**src/sv/cld_pkg.sv**
```systemverilog
// Shared types, constants and helpers of the content-length deframer.
// Depends on nothing; cld_front, cld_back, the top level and the bench import it.
package cld_pkg;

   localparam int BYTE_WIDTH          = 8;
   localparam int KIND_WIDTH          = 2;
   localparam int BODY_LENGTH_WIDTH   = 24;
   localparam int MAX_LENGTH_WIDTH    = 24;
   localparam int LENGTH_BITS_DEFAULT = 24;
   localparam int NAME_LEN            = 15;
   localparam int COLUMN_WIDTH        = 5;

   localparam logic [MAX_LENGTH_WIDTH-1:0] MAX_BODY_RESET = '1;

   // result kinds
   localparam logic [KIND_WIDTH-1:0] KIND_BODY   = 2'd0;
   localparam logic [KIND_WIDTH-1:0] KIND_ACCEPT = 2'd1;
   localparam logic [KIND_WIDTH-1:0] KIND_REJECT = 2'd2;

   localparam logic [BYTE_WIDTH-1:0] CHAR_CR    = 8'h0D;
   localparam logic [BYTE_WIDTH-1:0] CHAR_LF    = 8'h0A;
   localparam logic [BYTE_WIDTH-1:0] CHAR_SPACE = 8'h20;
   localparam logic [BYTE_WIDTH-1:0] CHAR_TAB   = 8'h09;
   localparam logic [BYTE_WIDTH-1:0] CHAR_PLUS  = 8'h2B;
   localparam logic [BYTE_WIDTH-1:0] CHAR_MINUS = 8'h2D;
   localparam logic [BYTE_WIDTH-1:0] CHAR_ZERO  = 8'h30;
   localparam logic [BYTE_WIDTH-1:0] CHAR_NINE  = 8'h39;
   localparam logic [BYTE_WIDTH-1:0] CHAR_UPPER_A = 8'h41;
   localparam logic [BYTE_WIDTH-1:0] CHAR_UPPER_Z = 8'h5A;
   localparam logic [BYTE_WIDTH-1:0] CASE_OFFSET  = 8'h20;

   // one classified stream byte, as it sits in the queue
   typedef struct packed {
      logic [BYTE_WIDTH-1:0] raw;
      logic [BYTE_WIDTH-1:0] lower;
      logic                  is_digit;
      logic [3:0]            digit;
      logic                  is_cr;
      logic                  is_lf;
      logic                  is_blank;
      logic                  is_plus;
      logic                  is_minus;
   } cld_item_type;

   // lower-case "content-length:" one character per column
   function automatic logic [BYTE_WIDTH-1:0] length_name_char(input logic [3:0] idx);
      logic [BYTE_WIDTH-1:0] ch;
      ch = 8'h00;
      case (idx)
         4'd0:    ch = 8'h63; // c
         4'd1:    ch = 8'h6F; // o
         4'd2:    ch = 8'h6E; // n
         4'd3:    ch = 8'h74; // t
         4'd4:    ch = 8'h65; // e
         4'd5:    ch = 8'h6E; // n
         4'd6:    ch = 8'h74; // t
         4'd7:    ch = 8'h2D; // -
         4'd8:    ch = 8'h6C; // l
         4'd9:    ch = 8'h65; // e
         4'd10:   ch = 8'h6E; // n
         4'd11:   ch = 8'h67; // g
         4'd12:   ch = 8'h74; // t
         4'd13:   ch = 8'h68; // h
         4'd14:   ch = 8'h3A; // :
         default: ch = 8'h00;
      endcase
      return ch;
   endfunction

endpackage

```
**src/sv/cld_channels.sv**
```systemverilog
// Valid/ready stream interfaces of the content-length deframer.
// Depends on nothing; payload widths follow the fixed field widths.
interface cld_req_if;
   logic       valid;
   logic       ready;
   logic [7:0] stream_byte;

   modport source (output valid, output stream_byte, input ready);
   modport sink   (input valid, input stream_byte, output ready);
endinterface

interface cld_rsp_if;
   logic        valid;
   logic        ready;
   logic [1:0]  result_kind;
   logic [7:0]  body_byte;
   logic [23:0] body_length;
   logic        last_of_body;

   modport source (output valid, output result_kind, output body_byte,
                   output body_length, output last_of_body, input ready);
   modport sink   (input valid, input result_kind, input body_byte,
                   input body_length, input last_of_body, output ready);
endinterface

```
**src/sv/cld_front.sv**
```systemverilog
// Front end: classify each accepted byte and hold it in a two-entry queue.
// Depends on cld_pkg and cld_channels.
module cld_front (
   input  logic                  clock,
   input  logic                  reset,
   cld_req_if.sink               req_stream,
   output logic                  item_valid,
   output cld_pkg::cld_item_type item,
   input  logic                  item_pop
);
   import cld_pkg::*;

   localparam int DEPTH       = 2;
   localparam int PTR_WIDTH   = $clog2(DEPTH);
   localparam int COUNT_WIDTH = $clog2(DEPTH + 1);

   cld_item_type             entry_ff [DEPTH];
   logic [PTR_WIDTH-1:0]     wr_ptr_ff, wr_ptr_in;
   logic [PTR_WIDTH-1:0]     rd_ptr_ff, rd_ptr_in;
   logic [COUNT_WIDTH-1:0]   count_ff, count_in;
   cld_item_type             classified;
   logic                     push;
   logic                     pop;
   logic [BYTE_WIDTH-1:0]    b;

   always_comb begin
      b = req_stream.stream_byte;
      classified.raw      = b;
      classified.lower    = (b >= CHAR_UPPER_A && b <= CHAR_UPPER_Z) ? b + CASE_OFFSET : b;
      classified.is_digit = (b >= CHAR_ZERO && b <= CHAR_NINE);
      classified.digit    = 4'(b - CHAR_ZERO);
      classified.is_cr    = (b == CHAR_CR);
      classified.is_lf    = (b == CHAR_LF);
      classified.is_blank = (b == CHAR_SPACE) || (b == CHAR_TAB);
      classified.is_plus  = (b == CHAR_PLUS);
      classified.is_minus = (b == CHAR_MINUS);
   end

   assign req_stream.ready = (count_ff != COUNT_WIDTH'(DEPTH));
   assign push       = req_stream.valid && req_stream.ready;
   assign item_valid = (count_ff != '0);
   assign pop        = item_pop && item_valid;
   assign item       = entry_ff[rd_ptr_ff];

   always_comb begin
      wr_ptr_in = wr_ptr_ff;
      rd_ptr_in = rd_ptr_ff;
      count_in  = count_ff;
      if (push) begin
         wr_ptr_in = (wr_ptr_ff == PTR_WIDTH'(DEPTH - 1)) ? '0 : wr_ptr_ff + 1'b1;
      end
      if (pop) begin
         rd_ptr_in = (rd_ptr_ff == PTR_WIDTH'(DEPTH - 1)) ? '0 : rd_ptr_ff + 1'b1;
      end
      case ({push, pop})
         2'b10:   count_in = count_ff + 1'b1;
         2'b01:   count_in = count_ff - 1'b1;
         default: count_in = count_ff;
      endcase
   end

   always_ff @(posedge clock) begin
      if (reset) begin
         wr_ptr_ff <= '0;
         rd_ptr_ff <= '0;
         count_ff  <= '0;
      end else begin
         wr_ptr_ff <= wr_ptr_in;
         rd_ptr_ff <= rd_ptr_in;
         count_ff  <= count_in;
      end
   end

   // queue storage, payload only
   always_ff @(posedge clock) begin
      if (push) begin
         entry_ff[wr_ptr_ff] <= classified;
      end
   end

endmodule

```
**src/sv/cld_back.sv**
```systemverilog
// Back end: header parse, length check, body pass-through, result register.
// Depends on cld_pkg and cld_channels; fed by cld_front.
module cld_back #(
   parameter int LENGTH_BITS = cld_pkg::LENGTH_BITS_DEFAULT
) (
   input  logic                                   clock,
   input  logic                                   reset,
   input  logic                                   item_valid,
   input  cld_pkg::cld_item_type                  item,
   output logic                                   item_pop,
   input  logic [cld_pkg::MAX_LENGTH_WIDTH-1:0]   max_body_length,
   cld_rsp_if.source                              rsp_stream
);
   import cld_pkg::*;

   localparam int CMP_WIDTH = (LENGTH_BITS > MAX_LENGTH_WIDTH) ? LENGTH_BITS
                                                               : MAX_LENGTH_WIDTH;
   localparam int WIDE_BITS = LENGTH_BITS + 4;
   localparam logic [LENGTH_BITS-1:0] LEN_LIMIT = '1;

   localparam logic [1:0] PHASE_NONE  = 2'd0;
   localparam logic [1:0] PHASE_BLANK = 2'd1;
   localparam logic [1:0] PHASE_DIGIT = 2'd2;
   localparam logic [1:0] PHASE_ENDED = 2'd3;

   localparam logic [1:0] STATUS_NONE     = 2'd0;
   localparam logic [1:0] STATUS_FOUND    = 2'd1;
   localparam logic [1:0] STATUS_NEGATIVE = 2'd2;
   localparam logic [1:0] STATUS_TOO_BIG  = 2'd3;

   localparam logic [1:0] TERM_NONE  = 2'd0;
   localparam logic [1:0] TERM_CR    = 2'd1;
   localparam logic [1:0] TERM_CRLF  = 2'd2;
   localparam logic [1:0] TERM_CRLFCR = 2'd3;

   localparam logic [COLUMN_WIDTH-1:0] COLUMN_MAX = '1;

   logic                      in_body_ff, in_body_in;
   logic [COLUMN_WIDTH-1:0]   column_ff, column_in;
   logic                      matching_ff, matching_in;
   logic [1:0]                phase_ff, phase_in;
   logic [1:0]                status_ff, status_in;
   logic [LENGTH_BITS-1:0]    acc_ff, acc_in;
   logic [1:0]                term_ff, term_in;
   logic [LENGTH_BITS-1:0]    remaining_ff, remaining_in;

   logic                          out_valid_ff, out_valid_in;
   logic [KIND_WIDTH-1:0]         kind_ff, kind_in;
   logic [BYTE_WIDTH-1:0]         byte_ff, byte_in;
   logic [BODY_LENGTH_WIDTH-1:0]  length_ff, length_in;
   logic                          last_ff, last_in;

   logic                      pop;
   logic                      has_result;
   logic                      prev_cr;
   logic                      header_ok;
   logic                      restart;
   logic                      do_acc;
   logic [WIDE_BITS-1:0]      acc_next;
   logic [LENGTH_BITS-1:0]    remaining_dec;

   assign pop      = item_valid && (!out_valid_ff || rsp_stream.ready);
   assign item_pop = pop;

   always_comb begin
      acc_next = (WIDE_BITS'(acc_ff) << 3) + (WIDE_BITS'(acc_ff) << 1)
               + WIDE_BITS'(item.digit);
      header_ok = (status_ff == STATUS_FOUND) && (acc_ff != '0)
               && (CMP_WIDTH'(acc_ff) <= CMP_WIDTH'(max_body_length));
      remaining_dec = (remaining_ff != '0) ? remaining_ff - 1'b1 : remaining_ff;
      prev_cr = (term_ff == TERM_CR) || (term_ff == TERM_CRLFCR);
   end

   always_comb begin
      in_body_in   = in_body_ff;
      column_in    = column_ff;
      matching_in  = matching_ff;
      phase_in     = phase_ff;
      status_in    = status_ff;
      acc_in       = acc_ff;
      term_in      = term_ff;
      remaining_in = remaining_ff;
      has_result   = 1'b0;
      kind_in      = kind_ff;
      byte_in      = byte_ff;
      length_in    = length_ff;
      last_in      = last_ff;
      restart      = 1'b0;
      do_acc       = 1'b0;

      if (pop) begin
         if (in_body_ff) begin
            // pass the body byte, mark the last one
            has_result   = 1'b1;
            kind_in      = KIND_BODY;
            byte_in      = item.raw;
            length_in    = '0;
            last_in      = (remaining_ff <= LENGTH_BITS'(1));
            remaining_in = remaining_dec;
            if (remaining_dec == '0) begin
               in_body_in = 1'b0;
               restart    = 1'b1;
            end
         end else if (item.is_lf && term_ff == TERM_CRLFCR) begin
            // end of header: decide
            has_result = 1'b1;
            byte_in    = '0;
            last_in    = 1'b0;
            if (header_ok) begin
               kind_in      = KIND_ACCEPT;
               length_in    = BODY_LENGTH_WIDTH'(acc_ff);
               remaining_in = acc_ff;
               in_body_in   = 1'b1;
            end else begin
               kind_in   = KIND_REJECT;
               length_in = '0;
            end
            restart = 1'b1;
         end else begin
            if (item.is_cr) begin
               term_in = (term_ff == TERM_CRLF) ? TERM_CRLFCR : TERM_CR;
            end else if (item.is_lf && term_ff == TERM_CR) begin
               term_in = TERM_CRLF;
            end else begin
               term_in = TERM_NONE;
            end

            if (item.is_lf && prev_cr) begin
               // new line: close any open value
               if (phase_ff == PHASE_BLANK || phase_ff == PHASE_DIGIT) begin
                  phase_in = PHASE_ENDED;
               end
               column_in   = '0;
               matching_in = 1'b1;
            end else begin
               if (phase_ff == PHASE_BLANK) begin
                  if (item.is_blank) begin
                     phase_in = phase_ff;
                  end else if (item.is_plus) begin
                     phase_in = PHASE_DIGIT;
                  end else if (item.is_minus) begin
                     status_in = STATUS_NEGATIVE;
                     phase_in  = PHASE_ENDED;
                  end else if (!item.is_digit) begin
                     phase_in = PHASE_ENDED;
                  end else begin
                     phase_in = PHASE_DIGIT;
                     do_acc   = 1'b1;
                  end
               end else if (phase_ff == PHASE_DIGIT) begin
                  if (!item.is_digit) begin
                     phase_in = PHASE_ENDED;
                  end else begin
                     do_acc = 1'b1;
                  end
               end else if (column_ff < COLUMN_WIDTH'(NAME_LEN) && matching_ff) begin
                  if (item.lower != length_name_char(column_ff[3:0])) begin
                     matching_in = 1'b0;
                  end else if (column_ff == COLUMN_WIDTH'(NAME_LEN - 1)
                               && status_ff == STATUS_NONE) begin
                     status_in = STATUS_FOUND;
                     acc_in    = '0;
                     phase_in  = PHASE_BLANK;
                  end
               end

               // accumulate, saturate on overflow
               if (do_acc && status_ff == STATUS_FOUND) begin
                  if (acc_next[WIDE_BITS-1:LENGTH_BITS] != '0) begin
                     status_in = STATUS_TOO_BIG;
                     acc_in    = LEN_LIMIT;
                  end else begin
                     acc_in = acc_next[LENGTH_BITS-1:0];
                  end
               end

               if (column_ff != COLUMN_MAX) begin
                  column_in = column_ff + 1'b1;
               end
            end
         end

         if (restart) begin
            column_in   = '0;
            matching_in = 1'b1;
            phase_in    = PHASE_NONE;
            status_in   = STATUS_NONE;
            acc_in      = '0;
            term_in     = TERM_NONE;
         end
      end

      if (pop) begin
         out_valid_in = has_result;
      end else begin
         out_valid_in = out_valid_ff && !rsp_stream.ready;
      end
   end

   always_ff @(posedge clock) begin
      if (reset) begin
         in_body_ff   <= 1'b0;
         column_ff    <= '0;
         matching_ff  <= 1'b1;
         phase_ff     <= PHASE_NONE;
         status_ff    <= STATUS_NONE;
         acc_ff       <= '0;
         term_ff      <= TERM_NONE;
         remaining_ff <= '0;
         out_valid_ff <= 1'b0;
      end else begin
         in_body_ff   <= in_body_in;
         column_ff    <= column_in;
         matching_ff  <= matching_in;
         phase_ff     <= phase_in;
         status_ff    <= status_in;
         acc_ff       <= acc_in;
         term_ff      <= term_in;
         remaining_ff <= remaining_in;
         out_valid_ff <= out_valid_in;
      end
   end

   // result payload
   always_ff @(posedge clock) begin
      if (pop && has_result) begin
         kind_ff   <= kind_in;
         byte_ff   <= byte_in;
         length_ff <= length_in;
         last_ff   <= last_in;
      end
   end

   assign rsp_stream.valid        = out_valid_ff;
   assign rsp_stream.result_kind  = kind_ff;
   assign rsp_stream.body_byte    = byte_ff;
   assign rsp_stream.body_length  = length_ff;
   assign rsp_stream.last_of_body = last_ff;

endmodule

```
**src/sv/content_length_deframer_unit.sv**
```systemverilog
// Top level of the content-length deframer: max-length register, front, back.
// Depends on cld_pkg, cld_channels, cld_front and cld_back.
//
// The block splits a byte stream of framed messages. Each message is a header
// of CRLF-terminated lines closed by CR LF CR LF, then a body. The first header
// line that starts with "Content-Length:" (letters in any case) gives the body
// length: optional spaces or tabs, an optional '+', then decimal digits. On the
// closing CR LF CR LF the block returns one header transaction: accepted with
// the length, or rejected when no length line was seen, the sign was '-', no
// digits came, the value is zero, or it is above max_body_length (or above
// 2^LENGTH_BITS-1). After an accept the next body_length bytes come back as
// body transactions, the final one flagged with last_of_body; then the block
// hunts for the next header. Other bytes give no transaction. Throughput is one
// byte per cycle sustained while the receiver keeps ready high, set by the back
// end updating its state for every byte it pops (compare plus a multiply-by-ten
// accumulate). An accepted byte waits in the front queue until the back end pops
// it, and the back end then registers its result in the result register. The
// two-entry queue and the result register let either side stall briefly without
// stopping the other. Write csr_write_data with csr_write_enable only
// while no transaction is in flight.
module content_length_deframer_unit #(
   parameter int LENGTH_BITS = cld_pkg::LENGTH_BITS_DEFAULT
) (
   input  logic                                  clock,
   input  logic                                  reset,
   cld_req_if.sink                               req_stream,
   cld_rsp_if.source                             rsp_stream,
   input  logic                                  csr_write_enable,
   input  logic [cld_pkg::MAX_LENGTH_WIDTH-1:0]  csr_write_data
);
   import cld_pkg::*;

   logic [MAX_LENGTH_WIDTH-1:0] max_len_ff, max_len_in;
   logic                        item_valid;
   cld_item_type                item;
   logic                        item_pop;

   // hold the maximum until the next write
   assign max_len_in = csr_write_enable ? csr_write_data : max_len_ff;

   always_ff @(posedge clock) begin
      if (reset) begin
         max_len_ff <= MAX_BODY_RESET;
      end else begin
         max_len_ff <= max_len_in;
      end
   end

   // classify and queue accepted bytes
   cld_front u_front (
      .clock      (clock),
      .reset      (reset),
      .req_stream (req_stream),
      .item_valid (item_valid),
      .item       (item),
      .item_pop   (item_pop)
   );

   // advance the parse state and register results
   cld_back #(
      .LENGTH_BITS (LENGTH_BITS)
   ) u_back (
      .clock           (clock),
      .reset           (reset),
      .item_valid      (item_valid),
      .item            (item),
      .item_pop        (item_pop),
      .max_body_length (max_len_ff),
      .rsp_stream      (rsp_stream)
   );

endmodule

```
**src/flat_wrapper.sv**
```systemverilog
// flat-port wrapper written by rule: the top's interface ports become plain ports
module content_length_deframer_unit_flat import cld_pkg::*;
#(
   parameter int LENGTH_BITS = cld_pkg::LENGTH_BITS_DEFAULT
)
  (clock, reset, csr_write_enable, csr_write_data, req_stream_valid, req_stream_stream_byte, req_stream_ready, rsp_stream_valid, rsp_stream_result_kind, rsp_stream_body_byte, rsp_stream_body_length, rsp_stream_last_of_body, rsp_stream_ready);
  cld_req_if req_stream_i ();
  cld_rsp_if rsp_stream_i ();
  input  logic clock;
  input  logic reset;
  input  logic csr_write_enable;
  input  logic [cld_pkg::MAX_LENGTH_WIDTH-1:0] csr_write_data;
  input wire logic [$bits(req_stream_i.valid)-1:0] req_stream_valid;
  input wire logic [$bits(req_stream_i.stream_byte)-1:0] req_stream_stream_byte;
  output wire logic [$bits(req_stream_i.ready)-1:0] req_stream_ready;
  output wire logic [$bits(rsp_stream_i.valid)-1:0] rsp_stream_valid;
  output wire logic [$bits(rsp_stream_i.result_kind)-1:0] rsp_stream_result_kind;
  output wire logic [$bits(rsp_stream_i.body_byte)-1:0] rsp_stream_body_byte;
  output wire logic [$bits(rsp_stream_i.body_length)-1:0] rsp_stream_body_length;
  output wire logic [$bits(rsp_stream_i.last_of_body)-1:0] rsp_stream_last_of_body;
  input wire logic [$bits(rsp_stream_i.ready)-1:0] rsp_stream_ready;
  assign req_stream_i.valid = req_stream_valid;
  assign req_stream_i.stream_byte = req_stream_stream_byte;
  assign req_stream_ready = req_stream_i.ready;
  assign rsp_stream_valid = rsp_stream_i.valid;
  assign rsp_stream_result_kind = rsp_stream_i.result_kind;
  assign rsp_stream_body_byte = rsp_stream_i.body_byte;
  assign rsp_stream_body_length = rsp_stream_i.body_length;
  assign rsp_stream_last_of_body = rsp_stream_i.last_of_body;
  assign rsp_stream_i.ready = rsp_stream_ready;
  content_length_deframer_unit #(.LENGTH_BITS(LENGTH_BITS)) u_core (.clock(clock), .reset(reset), .req_stream(req_stream_i), .rsp_stream(rsp_stream_i), .csr_write_enable(csr_write_enable), .csr_write_data(csr_write_data));
endmodule
```
**config.mk**
```make
export PLATFORM = sky130hd
export DESIGN_NAME = content_length_deframer_unit_flat
export DESIGN_NICKNAME = d
export VERILOG_FILES = /design/src/sv/cld_pkg.sv /design/src/sv/cld_channels.sv /design/src/sv/cld_front.sv /design/src/sv/cld_back.sv /design/src/sv/content_length_deframer_unit.sv /design/src/flat_wrapper.sv
export SDC_FILE = /design/constraint.sdc
export NUM_CORES = 1
export LEC_CHECK = 0
export ABC_AREA = 1
export BUFFER_PORTS_ARGS = -buffer_cell sky130_fd_sc_hd__buf_2
export CAP_MARGIN = 15
export CORE_MARGIN = 2
export CORE_UTILIZATION = 65
export CTS_CLUSTER_DIAMETER = 200
export DETAILED_ROUTE_END_ITERATION = 10
export GPL_TIMING_DRIVEN = 1
export PLACE_DENSITY_LB_ADDON = 0.3
export SYNTH_ARGS = -nofsm -noshare
export SYNTH_HDL_FRONTEND = slang
export SYNTH_SLANG_ARGS = --single-unit
export TNS_END_PERCENT = 30
```
**constraint.sdc**
```tcl
create_clock -name clock -period 10.2 [get_ports clock]
set_input_delay 1.02 -clock clock [delete_from_list [all_inputs] [get_ports clock]]
set_output_delay 1.02 -clock clock [all_outputs]
set_load 0.02 [all_outputs]
```
-- Yosys cells after proc, flatten, opt, wreduce, memory -nomap -nowiden
Memories as Yosys holds them, arrays and structs flattened. A register that Yosys moved wholly into a read port is not among the register bits.
Index checks and enable logic that the tools add are counted.
Widths: inputs -> output; s select.
- add/sub/neg operators: 10
- reductions and logical operators: 45
- order comparisons: 7
- muxes and demuxes: 109
- eq/ne operators: 30
- operators with widths (operator ; number):
    $mux 24 ; 17
    $mux 8 ; 10
    $mux 2 ; 34
    $reduce_bool 24->1 ; 2
    $mux 1 ; 40
    $add 27x25->28 ; 1
    $add 28x4->28 ; 1
    $mux 5 ; 5
    $eq 8x4->1 const B ; 3
    $eq 8x6->1 const B ; 3
    $le 24x1->1 const B ; 1
    $le 24x24->1 ; 1
    $logic_not 24->1 ; 1
    $sub 24x1->24 const B ; 1
    $reduce_and 9->1 ; 2
    $logic_and 1x1->1 ; 15
    $reduce_bool 3->1 ; 5
    $ne 3x1->1 const B ; 4
    $ne 5x4->1 const B ; 2
    $reduce_bool 5->1 ; 2
    $reduce_and 3->1 ; 3
    $add 8x6->8 const B ; 1
    $eq 2x1->1 const B ; 4
    $eq 2x2->1 const B ; 4
    other kinds (26) ; 39
- RAM bits: 52
- output and inout bits: 37
- flip-flop bits (word level): 125
- ROM bits: 112
- logic and storage cells: 220
- memories: 2
- memories (name ; depth ; width ; rd ports ; clocked after memory_dff ; wr ports ; RTL line ; source):
    (no name shown) ; 16 ; 7 ; 1 ; 1 ; 0 ; cld_pkg.sv:49 ; case (idx)
    u_core.u_front.entry_ff ; 2 ; 26 ; 1 ; 1 ; 1 ; cld_front.sv:17 ; cld_item_type entry_ff [DEPTH];

-- Logic depth before layout (Yosys ltp)
- depth in word-level cells: 20
- gate-level depth with buffers: 26

-- Cells and area by module
A second synthesis with hierarchy kept.
- cells, all modules: 1347
- area, all modules: 10463.8 um2
- modules (own cells, without submodules) (module ; cells an instance ; area each (um2) ; instances):
    cld_back ; 1099 ; 7748.7 ; 1
    cld_front ; 143 ; 1781.7 ; 1
    content_length_deframer_unit ; 105 ; 933.4 ; 1

-- Worst setup path after synthesis
OpenSTA, ideal clock, no wires.
- path type: input -> register
- from: in rsp_stream_ready
- to: reg u_core.u_back.remaining_ff[16]
- slack: 6.064 ns
- arrival: 3.999 ns
- stages: 8
- path buffers: 1
- setup time: 0.137 ns
- required time: 10.063 ns
- cells stage by stage: nor2_1 -> a21oi_2 -> inv_1 -> nor2_1 -> nand2_1 -> inv_1 -> clkbuf_1 -> a31oi_1
- word-level cells in the longest chain between the ends: 3
- ends and longest elaborated chain (element ; RTL line ; source):
    from (decl) ; flat_wrapper.sv:21 ; input wire logic [$bits(rsp_stream_i.ready)-1:0] rsp_stream_ready;
    $logic_or 1x1->1 ; cld_back.sv:62 ; assign pop = item_valid && (!out_valid_ff || rsp_stream.ready);
    $logic_and 1x1->1 ; cld_back.sv:62 ;
    net u_core.item_pop ; content_length_deframer_unit.sv:36 ; logic item_pop;
    $reduce_and 3->1 (no source line) ; -- ;
    to (signal assigned) ; cld_back.sv:219 ; remaining_ff <= remaining_in;
    to (decl) ; cld_back.sv:45 ; logic [LENGTH_BITS-1:0] remaining_ff, remaining_in;
The timed path passes the listed nets, and every way through them passes these cells.
A chain may end at the register's enable or synchronous reset.

==> impl_metrics.yaml <==
floorplanning:
  rows: 45
  start_util_pct: 66.7
  dieArea_mm2: 0.0167
  io_pins: 74
  die_h_um: 129
  core_mm2: 0.0153
  die_w_um: 129
synthesis:
  synth_cell_types: 53
  yosys_warnings: 0
  ys_seq_area_share_pct: 39.7
  syn_area_per_cell_um2: 7.79
  ys.flop_type: "dfxtp_1"
  synth_enable_flop_cells: 69
  synth-seq-cells: 167
  synth_cells: 1305
  synth_nets: 1431
  async_flop_share_pct: 0
  synth.cell_area_mm2: 0.0102
place:
  placedCellCount: 1555
  dpl.hpwl_um: 18300
  io_buffer_count: 73
  gp_congestion: 0.928
outcome:
  status: "finished clean"
cts:
  clk_path_buf_depth: 2
  postCtsSetupBuffers: 0
  clk_pin_slew_ps: 70
  cts_buffers: 17
  cts_resized: 0
  cts_tree: "yes"
  insertion_delay_ps: 440
  htree_levels: 4
  ctsRootBufferMaster: "clkbuf_16"
  clock_sinks: 167
  cts_hold_buf: 0
sta:
  final_max_slew_viol_count: 0
  rsz0062_at_grt: "false"
  fin_crit_ps: 5020
  finalSetupTns_ps: 0
  final_hold_viol_count: 0
  setup_viol: 0
  max_freq_mhz: 199
  max_slew_margin_pct: 27.8
  min_period_over_period_pct: 49.2
  tightestPinTransition_ps: 1080
  finalClockSkew_ps: 8.47
cells_and_area:
  fin_cells: 1587
  most-common-layout-cells: "267 x nand2_1, 143 x nor2_1, 126 x a21oi_1, 125 x inv_1, 98 x dfxtp_1"
  multi_input_area_mm2: 0.00548
  mostFrequentLayoutCell: "nand2_1"
  nets: 1489
  ff_latch_area_mm2: 0.00403
  diodes: 0
  fill_cells: 1142
  area_growth_pct: 11.0
  drive_above_1_share_pct: 11.5
hold_path:
  worstHoldStart: "u_core.max_len_ff[12]$_SDFFE_PP1P_"
  hold_path.class: "reg2reg"
drt:
  final_antenna_net_count: 0
  drt_first_pass_iters: 6
  vias_per_cell: 5.89
  drt_iter0_markers: 802
  dr_total_vias: 9340
  finalWirelength_um: 25800
  wl_per_cell_um: 16.3
  drc: 0
critical_path:
  crit_required_ps: 10490
  cp-end-kind: "flop"
  crit_path_max_fanout: 24
  critPathKind: "reg2reg"
  cp-start-kind: "flop"
  crit_arrival_ps: 5310
global_route:
  antenna_found_initial: 0
  grt_use_total_pct: 31.9
  grt_pass1_vias: 8825
  grt_overflow: 0
  grt_pass1_wl_um: 41800
  grt_max_degree: 66
run:
  drv_cap: 0
pwr:
  p_leak_nw: 5.33
  power.density_mw_per_mm2: 228
  vdd_ir_drop_max_uv: 156
## routing by layer
layer  part of all wire [%]  GRT usage, %
met1                     41          39.4
met2                     49          55.1
met3                    7.2          5.20
met4                    3.5          14.6
met5                      0             0
## worst paths after layout
check	endpoint	slack, ps	depth (start not counted)
max	u_core.u_back.acc_ff[4]$_SDFFE_PP0P_	5180	17
min	u_core.max_len_ff[12]$_SDFFE_PP1P_	470	2
max reg2reg	u_core.u_back.acc_ff[4]$_SDFFE_PP0P_	5180	17
min reg2reg	u_core.max_len_ff[12]$_SDFFE_PP1P_	470	2
## layout make-up
class                           count  area share (%)
Multi-Input combinational cell    970            48.5
Sequential cell                   167            35.7
Inverter                          130            4.36
Clock buffer                       18            3.89
Timing Repair Buffer               77            3.50
Tap cell                          211            2.34
Clock inverter                     14            1.67
## flip-flops by register name, indices dropped and copies added, names as in the netlist, 2 cells and up, named ones only
signal and count:
u_core.u_front.entry_ff 34, u_core.max_len_ff 24, u_core.u_back.acc_ff 24, u_core.u_back.remaining_ff 24, u_core.u_back.rsp_stream.body_length 24, u_core.u_back.rsp_stream.body_byte 8
u_core.u_back.column_ff 5, u_core.u_back.phase_ff 2, u_core.u_back.rsp_stream.result_kind 2, u_core.u_back.status_ff 2, u_core.u_back.term_ff 2, u_core.u_front.count_ff 2
## synth_stat cells (all sizes together), types with 2 or more instances
master	n	area, µm²
edfxtp	69	2070
a211oi	9	67.6
nand2	278	1100
xor2	18	158
o21a	3	22.5
o21ai	117	593
mux2i	3	30.0
xnor2	11	96.3
inv	128	480
dfxtp	98	1960
and3	2	12.5
ha	87	1090
a21oi	127	639
nor3	13	76.3
nor2	160	689
a2111oi	2	17.5
a31oi	7	43.8
o31ai	3	22.5
nand3	69	368
clkbuf	28	105
or2	9	56.3
o221ai	2	17.5
fa	2	40.0
nand3b	8	60.1
clkinv	2	12.5
o21bai	3	26.3
buf	10	66.3
a21o	4	30.0
nor4	7	43.8
nand4	19	119
## critical path: stages (launching register included)
cell	delay, ps
dfxtp_1	700
inv_1	350
or2_2	350
o21ai_0	160
inv_1	110
fa_1	380
ha_1	360
a21oi_1	170
nand2_1	90
a21oi_1	260
o21ai_0	180
nand3_1	110
nand4_1	90
or2_2	300
a21oi_1	200
nand2_1	540
o21ai_0	400
a21oi_1	100
## logic make-up after synthesis
| kind of cell | Yosys count | share of synthesized area (%) |
|---|---|---|
| flops | 167 | 39.7 |
| fa+ha+maj | 89 | 11.1 |
| mux | 3 | 0.295 |
| simple gates | 566 | 24.9 |
| compound gates | 283 | 15.0 |
| xor+xnor | 29 | 2.50 |
| buf+inv | 168 | 6.53 |
## where the power goes
group,total [mW],switching (mW),internal [mW]
logic,1.03,0.698,0.335
clock network,0.684,0.285,0.399
registers,0.861,0.0632,0.798
## through the flow
stage	util, %	instance area [µm²]	power, mW	hold slack, ps	setup WS [ps]
6_report	74.0	11300	2.58	470	5180
5_1_grt	74.0	11300	2.74	497	4610
2_1_floorplan	-	10200	1.66	426	6060
3_3_place_gp	69.9	10700	1.86	437	5410
3_5_place_dp	69.9	10700	1.88	447	5200
4_1_cts	74.0	11300	2.57	469	5160
Note: power is estimated with default switching activity, not from simulation.
